<file path="src/rtl/cilc_pkg.sv">
package cilc_pkg;

    // Event kinds carried by an input item.
    localparam logic [1:0] KIND_TICK  = 2'd0;
    localparam logic [1:0] KIND_EVAL  = 2'd1;
    localparam logic [1:0] KIND_FLASH = 2'd2;

    // Lock sensor codes.
    localparam logic [1:0] SENSOR_LOCKED   = 2'd1;
    localparam logic [1:0] SENSOR_UNLOCKED = 2'd2;

    // State codes.
    localparam logic [3:0] ST_POWER_ON       = 4'd0;
    localparam logic [3:0] ST_IDLE           = 4'd1;
    localparam logic [3:0] ST_ONE_SIGNAL     = 4'd2;
    localparam logic [3:0] ST_LOCKING        = 4'd3;
    localparam logic [3:0] ST_LOCKED         = 4'd4;
    localparam logic [3:0] ST_CHARGING       = 4'd5;
    localparam logic [3:0] ST_NO_POWER       = 4'd6;
    localparam logic [3:0] ST_UNLOCKING      = 4'd7;
    localparam logic [3:0] ST_UNLOCKED       = 4'd8;
    localparam logic [3:0] ST_UNLOCK_FAILING = 4'd9;
    localparam logic [3:0] ST_UNLOCK_FAILED  = 4'd10;
    localparam logic [3:0] ST_NONE           = 4'd15;

    // Transition slots, in priority order.
    localparam int unsigned NUM_COND = 7;

    localparam logic [7:0] TIMEOUT_RESET = 8'd6;
    localparam logic [7:0] ELAPSED_MAX   = 8'd255;

    typedef struct packed {
        logic [1:0] kind;
        logic       pilot_valid;
        logic       proximity_valid;
        logic       unlock_pressed;
        logic [1:0] lock_sensor;
    } t_cilc_in;

    typedef struct packed {
        logic [3:0] current_state;
        logic       state_changed;
        logic       traction_inhibit;
        logic       pilot_pulldown;
        logic       lock_close;
        logic       lock_open;
        logic       led_red;
        logic       led_yellow;
        logic       led_green;
    } t_cilc_out;

    typedef logic [NUM_COND-1:0][3:0] t_next;

    typedef struct packed {
        t_next next;
        logic  inhibit;
        logic  close;
        logic  open;
        logic  pull;
        logic  red;
        logic  yellow;
        logic  green;
        logic  flash;
    } t_row;

    function automatic t_next mk_next(
        input logic [3:0] sw, input logic [3:0] none, input logic [3:0] one,
        input logic [3:0] both, input logic [3:0] lk, input logic [3:0] ul,
        input logic [3:0] to
    );
        return {to, ul, lk, both, one, none, sw};
    endfunction

    // Transition targets, drives and lamp pattern of each state.
    function automatic t_row row_of(input logic [3:0] mode);
        t_row r;
        r = '{next: mk_next(ST_NONE, ST_NONE, ST_NONE, ST_NONE, ST_NONE, ST_NONE, ST_NONE),
              default: 1'b0};
        case (mode)
            ST_POWER_ON: begin
                r.next = mk_next(ST_NONE, ST_NONE, ST_NONE, ST_NONE, ST_NONE, ST_NONE,
                                 ST_IDLE);
                r.open = 1'b1;
                r.red = 1'b1; r.yellow = 1'b1; r.green = 1'b1;
            end
            ST_IDLE: begin
                r.next = mk_next(ST_NONE, ST_NONE, ST_ONE_SIGNAL, ST_LOCKING, ST_NONE,
                                 ST_NONE, ST_NONE);
            end
            ST_ONE_SIGNAL: begin
                r.next = mk_next(ST_NONE, ST_NONE, ST_NONE, ST_LOCKING, ST_NONE, ST_NONE,
                                 ST_NONE);
                r.inhibit = 1'b1;
                r.yellow = 1'b1;
            end
            ST_LOCKING: begin
                r.next = mk_next(ST_NONE, ST_NONE, ST_NONE, ST_NONE, ST_NONE, ST_NONE,
                                 ST_LOCKED);
                r.inhibit = 1'b1; r.close = 1'b1;
                r.yellow = 1'b1; r.flash = 1'b1;
            end
            ST_LOCKED: begin
                r.next = mk_next(ST_UNLOCKING, ST_NONE, ST_NONE, ST_NONE, ST_CHARGING,
                                 ST_UNLOCK_FAILING, ST_NONE);
                r.inhibit = 1'b1;
                r.yellow = 1'b1; r.flash = 1'b1;
            end
            ST_CHARGING: begin
                r.next = mk_next(ST_UNLOCKING, ST_NO_POWER, ST_NO_POWER, ST_NONE, ST_NONE,
                                 ST_NONE, ST_NONE);
                r.inhibit = 1'b1; r.pull = 1'b1;
                r.green = 1'b1;
            end
            ST_NO_POWER: begin
                r.next = mk_next(ST_UNLOCKING, ST_NONE, ST_NONE, ST_CHARGING, ST_NONE,
                                 ST_NONE, ST_NONE);
                r.inhibit = 1'b1;
                r.red = 1'b1; r.flash = 1'b1;
            end
            ST_UNLOCKING: begin
                r.next = mk_next(ST_NONE, ST_NONE, ST_NONE, ST_NONE, ST_NONE, ST_NONE,
                                 ST_UNLOCKED);
                r.inhibit = 1'b1; r.open = 1'b1;
                r.yellow = 1'b1; r.flash = 1'b1;
            end
            ST_UNLOCKED: begin
                r.next = mk_next(ST_UNLOCKING, ST_IDLE, ST_NONE, ST_NONE, ST_NONE, ST_NONE,
                                 ST_NONE);
                r.inhibit = 1'b1;
                r.yellow = 1'b1;
            end
            ST_UNLOCK_FAILING: begin
                r.next = mk_next(ST_NONE, ST_NONE, ST_NONE, ST_NONE, ST_NONE, ST_NONE,
                                 ST_UNLOCK_FAILED);
                r.inhibit = 1'b1; r.open = 1'b1;
                r.red = 1'b1; r.flash = 1'b1;
            end
            ST_UNLOCK_FAILED: begin
                r.next = mk_next(ST_UNLOCKING, ST_IDLE, ST_NONE, ST_NONE, ST_NONE, ST_NONE,
                                 ST_NONE);
                r.inhibit = 1'b1;
                r.red = 1'b1; r.flash = 1'b1;
            end
            default: begin
            end
        endcase
        return r;
    endfunction

endpackage

</file>
<file path="src/rtl/cilc_in_if.sv">
interface cilc_in_if;
    logic               valid;
    logic               ready;
    cilc_pkg::t_cilc_in data;

    modport source (output valid, output data, input ready);
    modport sink (input valid, input data, output ready);
endinterface

</file>
<file path="src/rtl/cilc_out_if.sv">
interface cilc_out_if;
    logic                valid;
    logic                ready;
    cilc_pkg::t_cilc_out data;

    modport source (output valid, output data, input ready);
    modport sink (input valid, input data, output ready);
endinterface

</file>
<file path="src/rtl/cilc_cfg_if.sv">
interface cilc_cfg_if;
    logic       valid;
    logic       ready;
    logic [7:0] data;

    modport source (output valid, output data, input ready);
    modport sink (input valid, input data, output ready);
endinterface

</file>
<file path="src/rtl/charge_inlet_lock_controller.sv">
// Charging inlet lock controller.
//
// Items arrive on i_in (valid/ready). Each item is one event: a decisecond
// tick, an evaluate event carrying the pilot, proximity, unlock switch and
// lock sensor readings, or a flash toggle. Every item yields exactly one
// result item on o_out, showing the state after the event, whether it
// changed, the drives and the lamps after the flash phase.
// The motor timeout register is written through i_cfg, which is always
// ready; writes are only expected while no item is in flight.
// An accepted item lands in the input register, and
// the state update plus the table lookup sit between that register and the
// result register. Throughput is one item per cycle while o_out.ready holds;
// a receiver stall holds back the result register and then the input register.
// Reset (synchronous, active low) puts the block in the power-on state with
// the timer at zero, lamps lit and the motor timeout at 6 deciseconds.
// When the receiver stalls, the result register holds its item and the
// input register can still take one more item, after which i_in.ready drops.
module charge_inlet_lock_controller (
    input  logic      i_clk,
    input  logic      i_rst_n,
    cilc_in_if.sink   i_in,
    cilc_cfg_if.sink  i_cfg,
    cilc_out_if.source o_out
);
    import cilc_pkg::*;

    logic       r_in_valid;
    t_cilc_in   r_in;
    logic       r_out_valid;
    t_cilc_out  r_out;

    logic [7:0] r_motor_timeout;
    logic [3:0] r_mode;
    logic [7:0] r_elapsed;
    logic       r_flash;

    logic [3:0] n_mode;
    logic [7:0] n_elapsed;
    logic       n_flash;
    logic       n_changed;
    t_cilc_out  n_out;

    logic       advance;
    logic       found;
    t_row       cur_row;
    t_row       new_row;
    logic [NUM_COND-1:0] cond;

    // The result stage moves whenever its register is empty or being drained.
    assign advance     = !r_out_valid || o_out.ready;
    assign i_in.ready  = !r_in_valid || advance;
    assign i_cfg.ready = 1'b1;
    assign o_out.valid = r_out_valid;
    assign o_out.data  = r_out;

    assign cur_row = row_of(r_mode);

    // Transition conditions in priority order.
    always_comb begin
        cond[0] = r_in.unlock_pressed;
        cond[1] = !r_in.pilot_valid && !r_in.proximity_valid;
        cond[2] = r_in.pilot_valid != r_in.proximity_valid;
        cond[3] = r_in.pilot_valid && r_in.proximity_valid;
        cond[4] = r_in.lock_sensor == SENSOR_LOCKED;
        cond[5] = r_in.lock_sensor == SENSOR_UNLOCKED;
        cond[6] = r_elapsed >= r_motor_timeout;
    end

    always_comb begin
        n_mode    = r_mode;
        n_elapsed = r_elapsed;
        n_flash   = r_flash;
        n_changed = 1'b0;
        found     = 1'b0;
        case (r_in.kind)
            KIND_TICK: begin
                if (r_elapsed != ELAPSED_MAX) begin
                    n_elapsed = r_elapsed + 8'd1;
                end
            end
            KIND_FLASH: begin
                if (cur_row.flash) begin
                    n_flash = !r_flash;
                end
            end
            KIND_EVAL: begin
                // The first existing transition whose condition holds wins.
                for (int i = 0; i < NUM_COND; i++) begin
                    if (!found && cur_row.next[i] != ST_NONE && cond[i]) begin
                        found     = 1'b1;
                        n_mode    = cur_row.next[i];
                        n_elapsed = '0;
                        n_flash   = 1'b1;
                        n_changed = 1'b1;
                    end
                end
            end
            default: begin
            end
        endcase
    end

    assign new_row = row_of(n_mode);

    always_comb begin
        n_out.current_state    = n_mode;
        n_out.state_changed    = n_changed;
        n_out.traction_inhibit = new_row.inhibit;
        n_out.pilot_pulldown   = new_row.pull;
        n_out.lock_close       = new_row.close;
        n_out.lock_open        = new_row.open;
        // Flashing patterns go dark in the off phase.
        n_out.led_red    = new_row.red && (!new_row.flash || n_flash);
        n_out.led_yellow = new_row.yellow && (!new_row.flash || n_flash);
        n_out.led_green  = new_row.green && (!new_row.flash || n_flash);
    end

    always_ff @(posedge i_clk) begin
        if (!i_rst_n) begin
            r_in_valid      <= 1'b0;
            r_out_valid     <= 1'b0;
            r_motor_timeout <= TIMEOUT_RESET;
            r_mode          <= ST_POWER_ON;
            r_elapsed       <= '0;
            r_flash         <= 1'b1;
        end else begin
            if (i_cfg.valid) begin
                r_motor_timeout <= i_cfg.data;
            end
            if (i_in.ready) begin
                r_in_valid <= i_in.valid;
            end
            if (advance) begin
                r_out_valid <= r_in_valid;
                if (r_in_valid) begin
                    r_mode    <= n_mode;
                    r_elapsed <= n_elapsed;
                    r_flash   <= n_flash;
                end
            end
        end
    end

    always_ff @(posedge i_clk) begin
        if (i_in.ready && i_in.valid) begin
            r_in <= i_in.data;
        end
        if (advance && r_in_valid) begin
            r_out <= n_out;
        end
    end

endmodule

</file>
<file path="src/flat_wrapper.sv">
// flat-port wrapper written by rule: the top's interface ports become plain ports
module charge_inlet_lock_controller_flat import cilc_pkg::*;
  (i_clk, i_rst_n, i_in_valid, i_in_data, i_in_ready, i_cfg_valid, i_cfg_data, i_cfg_ready, o_out_valid, o_out_data, o_out_ready);
  cilc_in_if i_in_i ();
  cilc_cfg_if i_cfg_i ();
  cilc_out_if o_out_i ();
  input  logic i_clk;
  input  logic i_rst_n;
  input wire logic [$bits(i_in_i.valid)-1:0] i_in_valid;
  input wire logic [$bits(i_in_i.data)-1:0] i_in_data;
  output wire logic [$bits(i_in_i.ready)-1:0] i_in_ready;
  input wire logic [$bits(i_cfg_i.valid)-1:0] i_cfg_valid;
  input wire logic [$bits(i_cfg_i.data)-1:0] i_cfg_data;
  output wire logic [$bits(i_cfg_i.ready)-1:0] i_cfg_ready;
  output wire logic [$bits(o_out_i.valid)-1:0] o_out_valid;
  output wire logic [$bits(o_out_i.data)-1:0] o_out_data;
  input wire logic [$bits(o_out_i.ready)-1:0] o_out_ready;
  assign i_in_i.valid = i_in_valid;
  assign i_in_i.data = i_in_data;
  assign i_in_ready = i_in_i.ready;
  assign i_cfg_i.valid = i_cfg_valid;
  assign i_cfg_i.data = i_cfg_data;
  assign i_cfg_ready = i_cfg_i.ready;
  assign o_out_valid = o_out_i.valid;
  assign o_out_data = o_out_i.data;
  assign o_out_i.ready = o_out_ready;
  charge_inlet_lock_controller u_core (.i_clk(i_clk), .i_rst_n(i_rst_n), .i_in(i_in_i), .i_cfg(i_cfg_i), .o_out(o_out_i));
endmodule
</file>
<file path="config.mk">
export PLATFORM = sky130hd
export DESIGN_NAME = charge_inlet_lock_controller_flat
export DESIGN_NICKNAME = d
export VERILOG_FILES = /design/src/rtl/cilc_pkg.sv /design/src/rtl/cilc_in_if.sv /design/src/rtl/cilc_out_if.sv /design/src/rtl/cilc_cfg_if.sv /design/src/rtl/charge_inlet_lock_controller.sv /design/src/flat_wrapper.sv
export SDC_FILE = /design/constraint.sdc
export NUM_CORES = 1
export LEC_CHECK = 0
export BUFFER_PORTS_ARGS = -buffer_cell sky130_fd_sc_hd__buf_2
export CELL_PAD_IN_SITES_DETAIL_PLACEMENT = 0
export CELL_PAD_IN_SITES_GLOBAL_PLACEMENT = 1
export CORE_MARGIN = 1.5
export CORE_UTILIZATION = 41
export CTS_BUF_LIST = sky130_fd_sc_hd__clkbuf_4 sky130_fd_sc_hd__clkbuf_8
export CTS_CLUSTER_SIZE = 40
export DETAILED_ROUTE_END_ITERATION = 16
export GPL_TIMING_DRIVEN = 0
export PLACE_DENSITY_LB_ADDON = 0.1
export SLEW_MARGIN = 20
export SYNTH_ARGS = -nofsm -noshare
export SYNTH_HDL_FRONTEND = slang
export SYNTH_SLANG_ARGS = --single-unit
</file>
<file path="constraint.sdc">
create_clock -name i_clk -period 2.6 [get_ports i_clk]
set_input_delay 0.26 -clock i_clk [delete_from_list [all_inputs] [get_ports i_clk]]
set_output_delay 0.26 -clock i_clk [all_outputs]
set_load 0.03 [all_outputs]
</file>
Word level (Yosys, flattened, before mapping)
Index checks and enable logic that the tools add are counted.
Storage, ports and cells
  bits in latches: 0
  flip-flop bits (word level): 42
  memories: 0
  memory bits (read-only): 0
  bits of input ports: 20
  bits in writable memories: 0
Operators by class
  shifts and indexed selects: 0
  $lt $le $gt $ge: 1
  reductions and logical operators: 49
  $mul: 0
  bitwise operators: 0
  divide/modulo/power cells: 0
  $add $sub $neg: 1
  multiplexer cells: 54
  eq/ne operators: 34
Operators with widths (count)
  one-hot mux 28 bit (10 select lines): 1
  2-to-1 mux 8 bit: 8
  2-to-1 mux 1 bit: 35
  equality test 4 x 3 -> 1 bit (second input constant): 8
  2-to-1 mux 4 bit: 8
  inequality test 4 bit (second input constant): 7
  equality test 4 bit (second input constant): 6
  logical AND 1 bit: 20
  OR reduction 6 bit: 3
  equality test 4 x 2 -> 1 bit (second input constant): 4
  one-hot mux 8 bit (2 select lines): 1
  zero test 1 bit: 12
  OR reduction 9 bit: 1
  adder 8 x 1 -> 8 bit (second input constant): 1
  greater-or-equal comparator 8 bit: 1
  zero test 4 bit: 2
  inequality test 8 x 1 -> 1 bit (second input constant): 1
  inequality test 8 bit (second input constant): 1
  AND reduction 5 bit: 1
  equality test 2 x 1 -> 1 bit (second input constant): 2
  equality test 2 bit (second input constant): 2
  equality test 4 x 1 -> 1 bit (second input constant): 1
  OR reduction 2 bit: 2
  OR reduction 4 bit: 1
  8 further kinds: 10

Longest topological paths before layout
Gate-level depths: netlist of run 1.
  depth after elaboration: 43
  depth in mapped cells: 11

Least setup slack after synthesis of run 1
Ideal clock, no wire load.
  kind: register to register
  start: register u_core.r_elapsed[0]
  end: register u_core.r_out, in the netlist u_core.o_out.data[3], data pin
  stages on the path, launching flop included: 12
  path slack: -0.054 ns
  library setup time: 0.260 ns
  period minus slack after synthesis: 2.654 ns
  arrival: 2.394 ns
  data required time: 2.340 ns
  path through: dfxtp_1 inv_1 ha_1 nor2b_1 o21ai_0 a41oi_2 o22ai_2 o31ai_4 inv_4 and3_1 a21o_1 mux2_2
RTL lines
  start: declaration: RTL line charge_inlet_lock_controller.sv:34  | logic [7:0] r_elapsed;
  start signal: assignment: RTL line charge_inlet_lock_controller.sv:137  | r_elapsed <= n_elapsed;
  end signal: assignment: RTL line charge_inlet_lock_controller.sv:149  | r_out <= n_out;
  end: declaration: RTL line charge_inlet_lock_controller.sv:30  | t_cilc_out r_out;

==> run summary, run 1 <==
Outcome -> finished clean
CP delay by family, top -> simple AND/OR/NAND/NOR gates
Vias in the first global route -> 1859
Die ar. -> 0.00679 mm2
Main synth FF type -> dfxtp_1
Vias per inst -> 5.34
RR Startpoint -> u_core.r_mode[2]$_SDFFE_PN0P_
Reg clk slew, reported paths -> 0.09 ns
Total gr overflow -> 0
Worst EP arrival -> 2.60 ns
Final worst slack -> 0.0504 ns
Unrepaired setup endpoints after global routing -> yes
Cell row count -> 28
Clock Tree Root -> clkbuf_8
Final Hold Viols -> 0
Worst Hold End -> u_core.r_in[6]$_DFFE_PP_
CORE AREA -> 0.00599 mm2
Sequential element share of the synthesized area -> 0.399
Min-Delay Startpoint -> i_in_data[6]
ANT nets after route -> 0
Share of cells above drive strength 1 -> 0.293
Max Cap Viol -> 0
Critical Path End Type -> register
Cell Area, Synth -> 0.00258 mm2
Critical path cell sequence -> buf_6 -> or4b_4 -> nor2_2 -> nor2_1 -> o21a_1 -> o31ai_4 -> buf_4 -> nor2_4 -> a21o_1 -> mux2_2
Synth unique cells -> 61
Leak -> 1.24 nW
Placed Cells -> 380
CP max stage delay -> 0.50 ns
Setup Skew -> 0.0102 ns
Nets -> 354
HP Class -> primary input to register
I/O Pins -> 35
HPWL Detailed -> 3900 um
Peak supply drop -> 249 uV
CP Class -> register to register
Drt pass-1 iters -> 4
Worst path bufs/invs -> 2
Worst hold slack -> 0.131 ns
Worst-Skew Late Latency -> 0.30 ns
Non-filler cells, final -> 396
Final Setup Violations -> 0
Antenna Diode Count -> 0
Number of flops mapped to enable cells by yosys -> 19
Total power -> 1.50 mW
Fin crit period -> 2.55 ns
First-pass GRT wire length -> 8900 um
Slowest cell on crit path -> or4b_4
Slew HR -> 0.619
CTS tree -> built
Initial antenna violation count -> 0
Yosys reg bits -> 42
Die width -> 82.4 um
TritonCTS Buffers -> 5
Largest net degree at the start of global routing -> 18
Worst-path maximum fanout -> 9
PortBufs -> 32
Slew Viols, Final -> 0
Max Fclk -> 392 MHz
Final WL -> 5430 um
Net count after synthesis -> 307
Yosys warnings -> 0
H-Tree Depth -> 2
Clk buf depth -> 2
Initial Utilization -> 0.431
Flop-to-flop setup slack -> 0.05 ns
Pre-CTS WS -> -0.307 ns
Die Height -> 82.4 um
Worst-Margin Slew -> 0.572 ns
Mean Syn Cell Area -> 9.46 um2
R2R cell count -> 10
Startpoint Class -> register
Area grow syn2layout -> 21.0%
Hold Path Cell Cnt -> 1
Routed WL per cell -> 13.7 um
GPL Wtd Cong -> 0.891
Worst EP required -> 2.65 ns
FF-to-FF End -> u_core.o_out.data[3]$_DFFE_PP_
Via count -> 2114
DRC viols -> 0
Gr usage total -> 0.173
CTS Sinks -> 42
Crit share post-route -> 0.981
Pwr Density -> 479 mW/mm2
Async S/R FF share, synth -> 0
Post-Synthesis Cells -> 273
DRT iter0 DRCs -> 68
## area by class of cell
type                    instances  area (um2)
fillers                       588        2870
clock inverters                 2        13.8
well taps                      75        93.8
plain buffers                  13        86.3
repair buffers                 40         220
inverters                      19        77.6
clock buffers                   6        76.3
multi-input cells             199        1520
flip-flops and latches         42        1040
## state kept, by name, summed over array words and instances, names as in the netlist
name                    cells
u_core.r_motor_timeout      8
u_core.r_flash              1
u_core.r_in                 6
u_core.r_in_valid           1
u_core.r_elapsed            8
u_core.r_mode               4
u_core.o_out.data          12
u_core.o_out.valid          1
u_core.cond                 1
## routing by layer
metal / vias to the layer above / share of wire / GRT usage
li1: 1065 / - / -
met1: 966 / 0.50 / 0.242
met2: 73 / 0.43 / 0.263
met3: 10 / 0.048 / 0.0363
met4: 0 / 0.019 / 0.0593
met5: - / 0 / 0
## synthesized netlist by cell type, types with 4 or more instances
| master | n | area (um2) |
|---|---|---|
| nor2_1 | 23 | 86.3 |
| xnor2_1 | 8 | 70.1 |
| edfxtp_1 | 19 | 571 |
| ha_1 | 14 | 175 |
| nand2_1 | 20 | 75.1 |
| buf_2 | 5 | 25.0 |
| o211ai_1 | 5 | 37.5 |
| and3_1 | 5 | 31.3 |
| o21a_1 | 4 | 30.0 |
| nand2b_1 | 6 | 37.5 |
| nand3_1 | 7 | 35.0 |
| mux2i_1 | 8 | 80.1 |
| nor3_1 | 8 | 40.0 |
| clkbuf_1 | 4 | 15.0 |
| nor2b_1 | 16 | 100 |
| dfxtp_1 | 23 | 460 |
| a21oi_1 | 10 | 50.1 |
| o21ai_0 | 9 | 45.0 |
| inv_1 | 18 | 67.6 |
## worst register-to-register path: stages, from the launching register on
cell and delay [ns]:
dfxtp_1 0.33, buf_6 0.13, or4b_4 0.50, nor2_2 0.15, nor2_1 0.05, o21a_1 0.23, o31ai_4 0.28, buf_4 0.18
nor2_4 0.04, a21o_1 0.18, mux2_2 0.25
## power by group
part / internal (mW) / switching, mW
Combinational: 0.130 / 0.185
Sequential: 0.727 / 0.0156
Clock: 0.200 / 0.238
## worst max-delay path by stage
stage / start / endpoint / slack [ns] / cells after the start
global route: u_core.r_motor_timeout[6]$_SDFFE_PN0P_ / u_core.o_out.data[3]$_DFFE_PP_ / -0.06 / 11
global placement: u_core.r_elapsed[0]$_SDFFE_PN0P_ / u_core.o_out.data[3]$_DFFE_PP_ / -0.32 / 11
detailed placement: u_core.r_elapsed[0]$_SDFFE_PN0P_ / u_core.o_out.data[3]$_DFFE_PP_ / -0.31 / 11
floorplan: u_core.r_elapsed[0]$_SDFFE_PN0P_ / u_core.o_out.data[3]$_DFFE_PP_ / 0.06 / 11
CTS: u_core.r_in[3]$_DFFE_PP_ / u_core.o_out.data[3]$_DFFE_PP_ / 0.006 / 11
finish: u_core.r_mode[2]$_SDFFE_PN0P_ / u_core.o_out.data[3]$_DFFE_PP_ / 0.05 / 10
## metrics by stage
step                 util  TNS, ns  area, um2
floorplan               -        0       2580
global placement    0.474    -1.11       2840
detailed placement  0.474   -0.913       2840
CTS                 0.507        0       3040
global route        0.522   -0.110       3130
finish              0.522        0       3130
## cell usage in the layout, fill, tap and decap left out, types with 3 or more instances in the layout
cell / instances
mux2_2: 3
clkbuf_1: 4
buf_2: 35
o211ai_1: 5
a21oi_1: 10
o31ai_4: 3
and3_1: 5
nand2_1: 20
buf_6: 3
dfxtp_1: 16
o21ai_1: 3
buf_4: 10
o21ai_0: 7
edfxtp_1: 19
mux2i_1: 8
ha_4: 3
dfxtp_2: 6
xnor2_1: 8
nand3_1: 7
inv_1: 16
nor2b_1: 16
nand2b_1: 6
clkbuf_8: 5
o21a_1: 4
a21o_1: 3
nor2_1: 22
nor3_1: 7
nor3b_1: 3
ha_1: 10
## timing repair
item	4_1_cts	5_1_grt
setup endpoints to repair	12	14
hold buffers	0	0
buffers inserted	5	3
pin swaps	5	7
gates cloned	0	0
gates resized for setup	14	18
## logic make-up after synthesis
group | count (synthesis) | synth area share
AOI/OAI and AO/OA | 62 | 0.192
adders and majority gates | 14 | 0.0678
buffers and inverters | 32 | 0.0586
and+or+nand+nor | 103 | 0.210
DFF | 42 | 0.399
muxes | 11 | 0.0441
other | 1 | 0.00145
xor gates and xnor gates | 8 | 0.0271
Power figures use the tool's default switching activity.
==> inputs of run 2 (changes only) <==
- CTS_BUF_LIST: sky130_fd_sc_hd__clkbuf_4 sky130_fd_sc_hd__clkbuf_8 -> sky130_fd_sc_hd__clkbuf_2
==> run 2 against run 1 <==
The flow now finishes with violations (negative setup slack). Critical path depth up 2. Die area unchanged. Wire length up 3.3%. Clock power shrank 33%. Combinational power increased by 8.9%. Count of clock-buffer cells in the layout is the same. Setup slack worse by 0.054 ns. Sequential power about the same. Global-route usage increased by 0.12 points. First-iteration DRC count grew 37%. Via count is 1.2% higher. Highest routed layer unchanged.
==> run summary, run 2 (synthesis results as in run 1) <==
Outcome -> finished, violations left
Violated checks -> negative setup slack
Commonest non-fill, non-tap cells in the layout -> buf_2 (36), nor2_1 (23), nand2_1 (19), edfxtp_1 (19), nor2b_1 (15)
CP Class -> register to register
Worst-Skew Late Latency -> 0.41 ns (+0.11 ns)
Largest net degree at the start of global routing -> 18 (unchanged)
Die Height -> 82.4 um (unchanged)
Worst-Margin Slew -> 0.569 ns (-0.00305 ns)
Crit path from -> u_core.r_elapsed[0]$_SDFFE_PN0P_
R2R cell count -> 12 (+2)
CTS Sinks -> 42 (unchanged)
Final WL -> 5600 um (+3.3%)
Max reg flops -> 12 (unchanged)
Vias in the first global route -> 1837 (-1.2%)
Worst hold slack -> 0.0372 ns (-0.0940 ns)
Final worst slack -> -0.00393 ns (-0.0544 ns)
Total gr overflow -> 0 (unchanged)
H-Tree Depth -> 2 (unchanged)
DRC viols -> 0 (unchanged)
Clk buf depth -> 2 (unchanged)
Worst-path maximum fanout -> 5 (-4)
Pwr Density -> 420 mW/mm2 (-12%)
DRT iter0 DRCs -> 93 (+37%)
Max Fclk -> 384 MHz (-2.1%)
Antenna Diode Count -> 0 (unchanged)
Leak -> 1.29 nW (+3.4%)
Critical Path End Type -> register
Nets -> 364 (+2.8%)
Area post-placement -> 0.00284 mm2 (unchanged)
TritonCTS Buffers -> 5 (unchanged)
RR Startpoint -> u_core.r_elapsed[0]$_SDFFE_PN0P_
Min-Delay Startpoint -> i_cfg_data[2]
Worst EP required -> 2.79 ns (+0.14 ns)
Initial Utilization -> 0.431 (unchanged)
Slew Viols, Final -> 0 (unchanged)
Cell row count -> 28 (unchanged)
Hold Path Cell Cnt -> 3 (+2)
Crit share post-route -> 1.00 (+0.0209)
Routed WL per cell -> 13.8 um (+0.74%)
Final Setup Violations -> 1 (+1)
Startpoint Class -> register
Setup Skew -> 0.0288 ns (+0.0185 ns)
HP Class -> primary input to register
Commonest non-fill, non-tap cell in the layout -> buf_2
Max Cap Viol -> 0 (unchanged)
PortBufs -> 32 (unchanged)
Initial antenna violation count -> 0 (unchanged)
CTS tree -> built
Peak supply drop -> 234 uV (-5.9%)
Share of cells above drive strength 1 -> 0.366 (+0.0727)
HPWL Detailed -> 3900 um (unchanged)
Die ar. -> 0.00679 mm2 (unchanged)
Final non-filler cell area -> 0.00329 mm2 (+5.2%)
Total power -> 1.38 mW (-7.7%)
Fin crit period -> 2.60 ns (+0.0544 ns)
Drt pass-1 iters -> 4 (unchanged)
Reg clk slew, reported paths -> 0.23 ns (+0.14 ns)
Unrepaired setup endpoints after global routing -> yes
I/O Pins -> 35 (unchanged)
Slew HR -> 0.621 (+0.00203)
Area grow syn2layout -> 27.3%
Worst EP arrival -> 2.79 ns (+0.19 ns)
CORE AREA -> 0.00599 mm2 (unchanged)
GPL Wtd Cong -> 0.891 (unchanged)
Final Hold Viols -> 0 (unchanged)
ANT nets after route -> 0 (unchanged)
Via count -> 2140 (+1.2%)
Clock Tree Root -> clkbuf_2
Gr usage total -> 0.174 (+0.00115)
Final Core Density -> 0.549 (+0.0274)
Die width -> 82.4 um (unchanged)
Vias per inst -> 5.27 (-1.3%)
First-pass GRT wire length -> 8890 um (about the same)
==> run 2: path summary, 6_finish.rpt <==
kind,endpoint,slack [ns]
worst max-delay path,u_core.o_out.data[3]$_DFFE_PP_,-0.004
worst min-delay path,u_core.r_motor_timeout[2]$_SDFFE_PN1P_,0.04
worst max register to register,u_core.o_out.data[3]$_DFFE_PP_,-0.004
worst min register to register,u_core.r_motor_timeout[2]$_SDFFE_PN1P_,0.52
==> run 2: stage by stage <==
stage	setup slack, ns	std cells	setup TNS [ns]
global placement	-0.323	380	-1.11
detailed placement	-0.307	380	-0.913
floorplan	0.0561	273	0
finish	-0.00393	406	-0.00393
global route	-0.0703	406	-0.138
CTS	0.0115	394	0
==> run 2: where the power goes <==
part	switching (mW)	internal, mW	leakage [nW]
Sequential	0.0162	0.728	0.375
Clock	0.222	0.0709	0.0330
Combinational	0.194	0.150	0.878
Total	0.432	0.949	1.29
==> run 2: what timing repair did <==
item,CTS,global route
endpoints found under the hold margin,1,6
hold buffers,1,6
pin swaps,5,11
gates resized for setup,16,49
setup buffers,5,6
setup endpoints to repair,12,13
==> run 2: metal layers <==
metal,global-route usage,part of all wire,vias up
met5,0,0,-
met4,0.0508,0.014,0
met3,0.0429,0.048,7
met2,0.266,0.46,65
met1,0.242,0.48,977
li1,-,-,1091
==> run 2: worst max-delay path, cell delays in order (launching register included) <==
cell and delay (ns):
dfxtp_2 0.39, inv_2 0.05, ha_4 0.27, nor2b_4 0.04, o21ai_4 0.17, a41oi_4 0.19, buf_6 0.17, o32a_1 0.37
o31ai_4 0.11, inv_4 0.07, and3_4 0.15, a21o_1 0.15, mux2_4 0.26
==> run 2: area by class of cell <==
class | instances | area (um2)
Fill cell | 560 | 2700
Multi-Input combinational cell | 199 | 1610
Sequential cell | 42 | 1060
Timing Repair Buffer | 50 | 320
Tap cell | 75 | 93.8
Buffer | 13 | 83.8
Inverter | 19 | 77.6
Clock buffer | 6 | 30.0
Clock inverter | 2 | 13.8
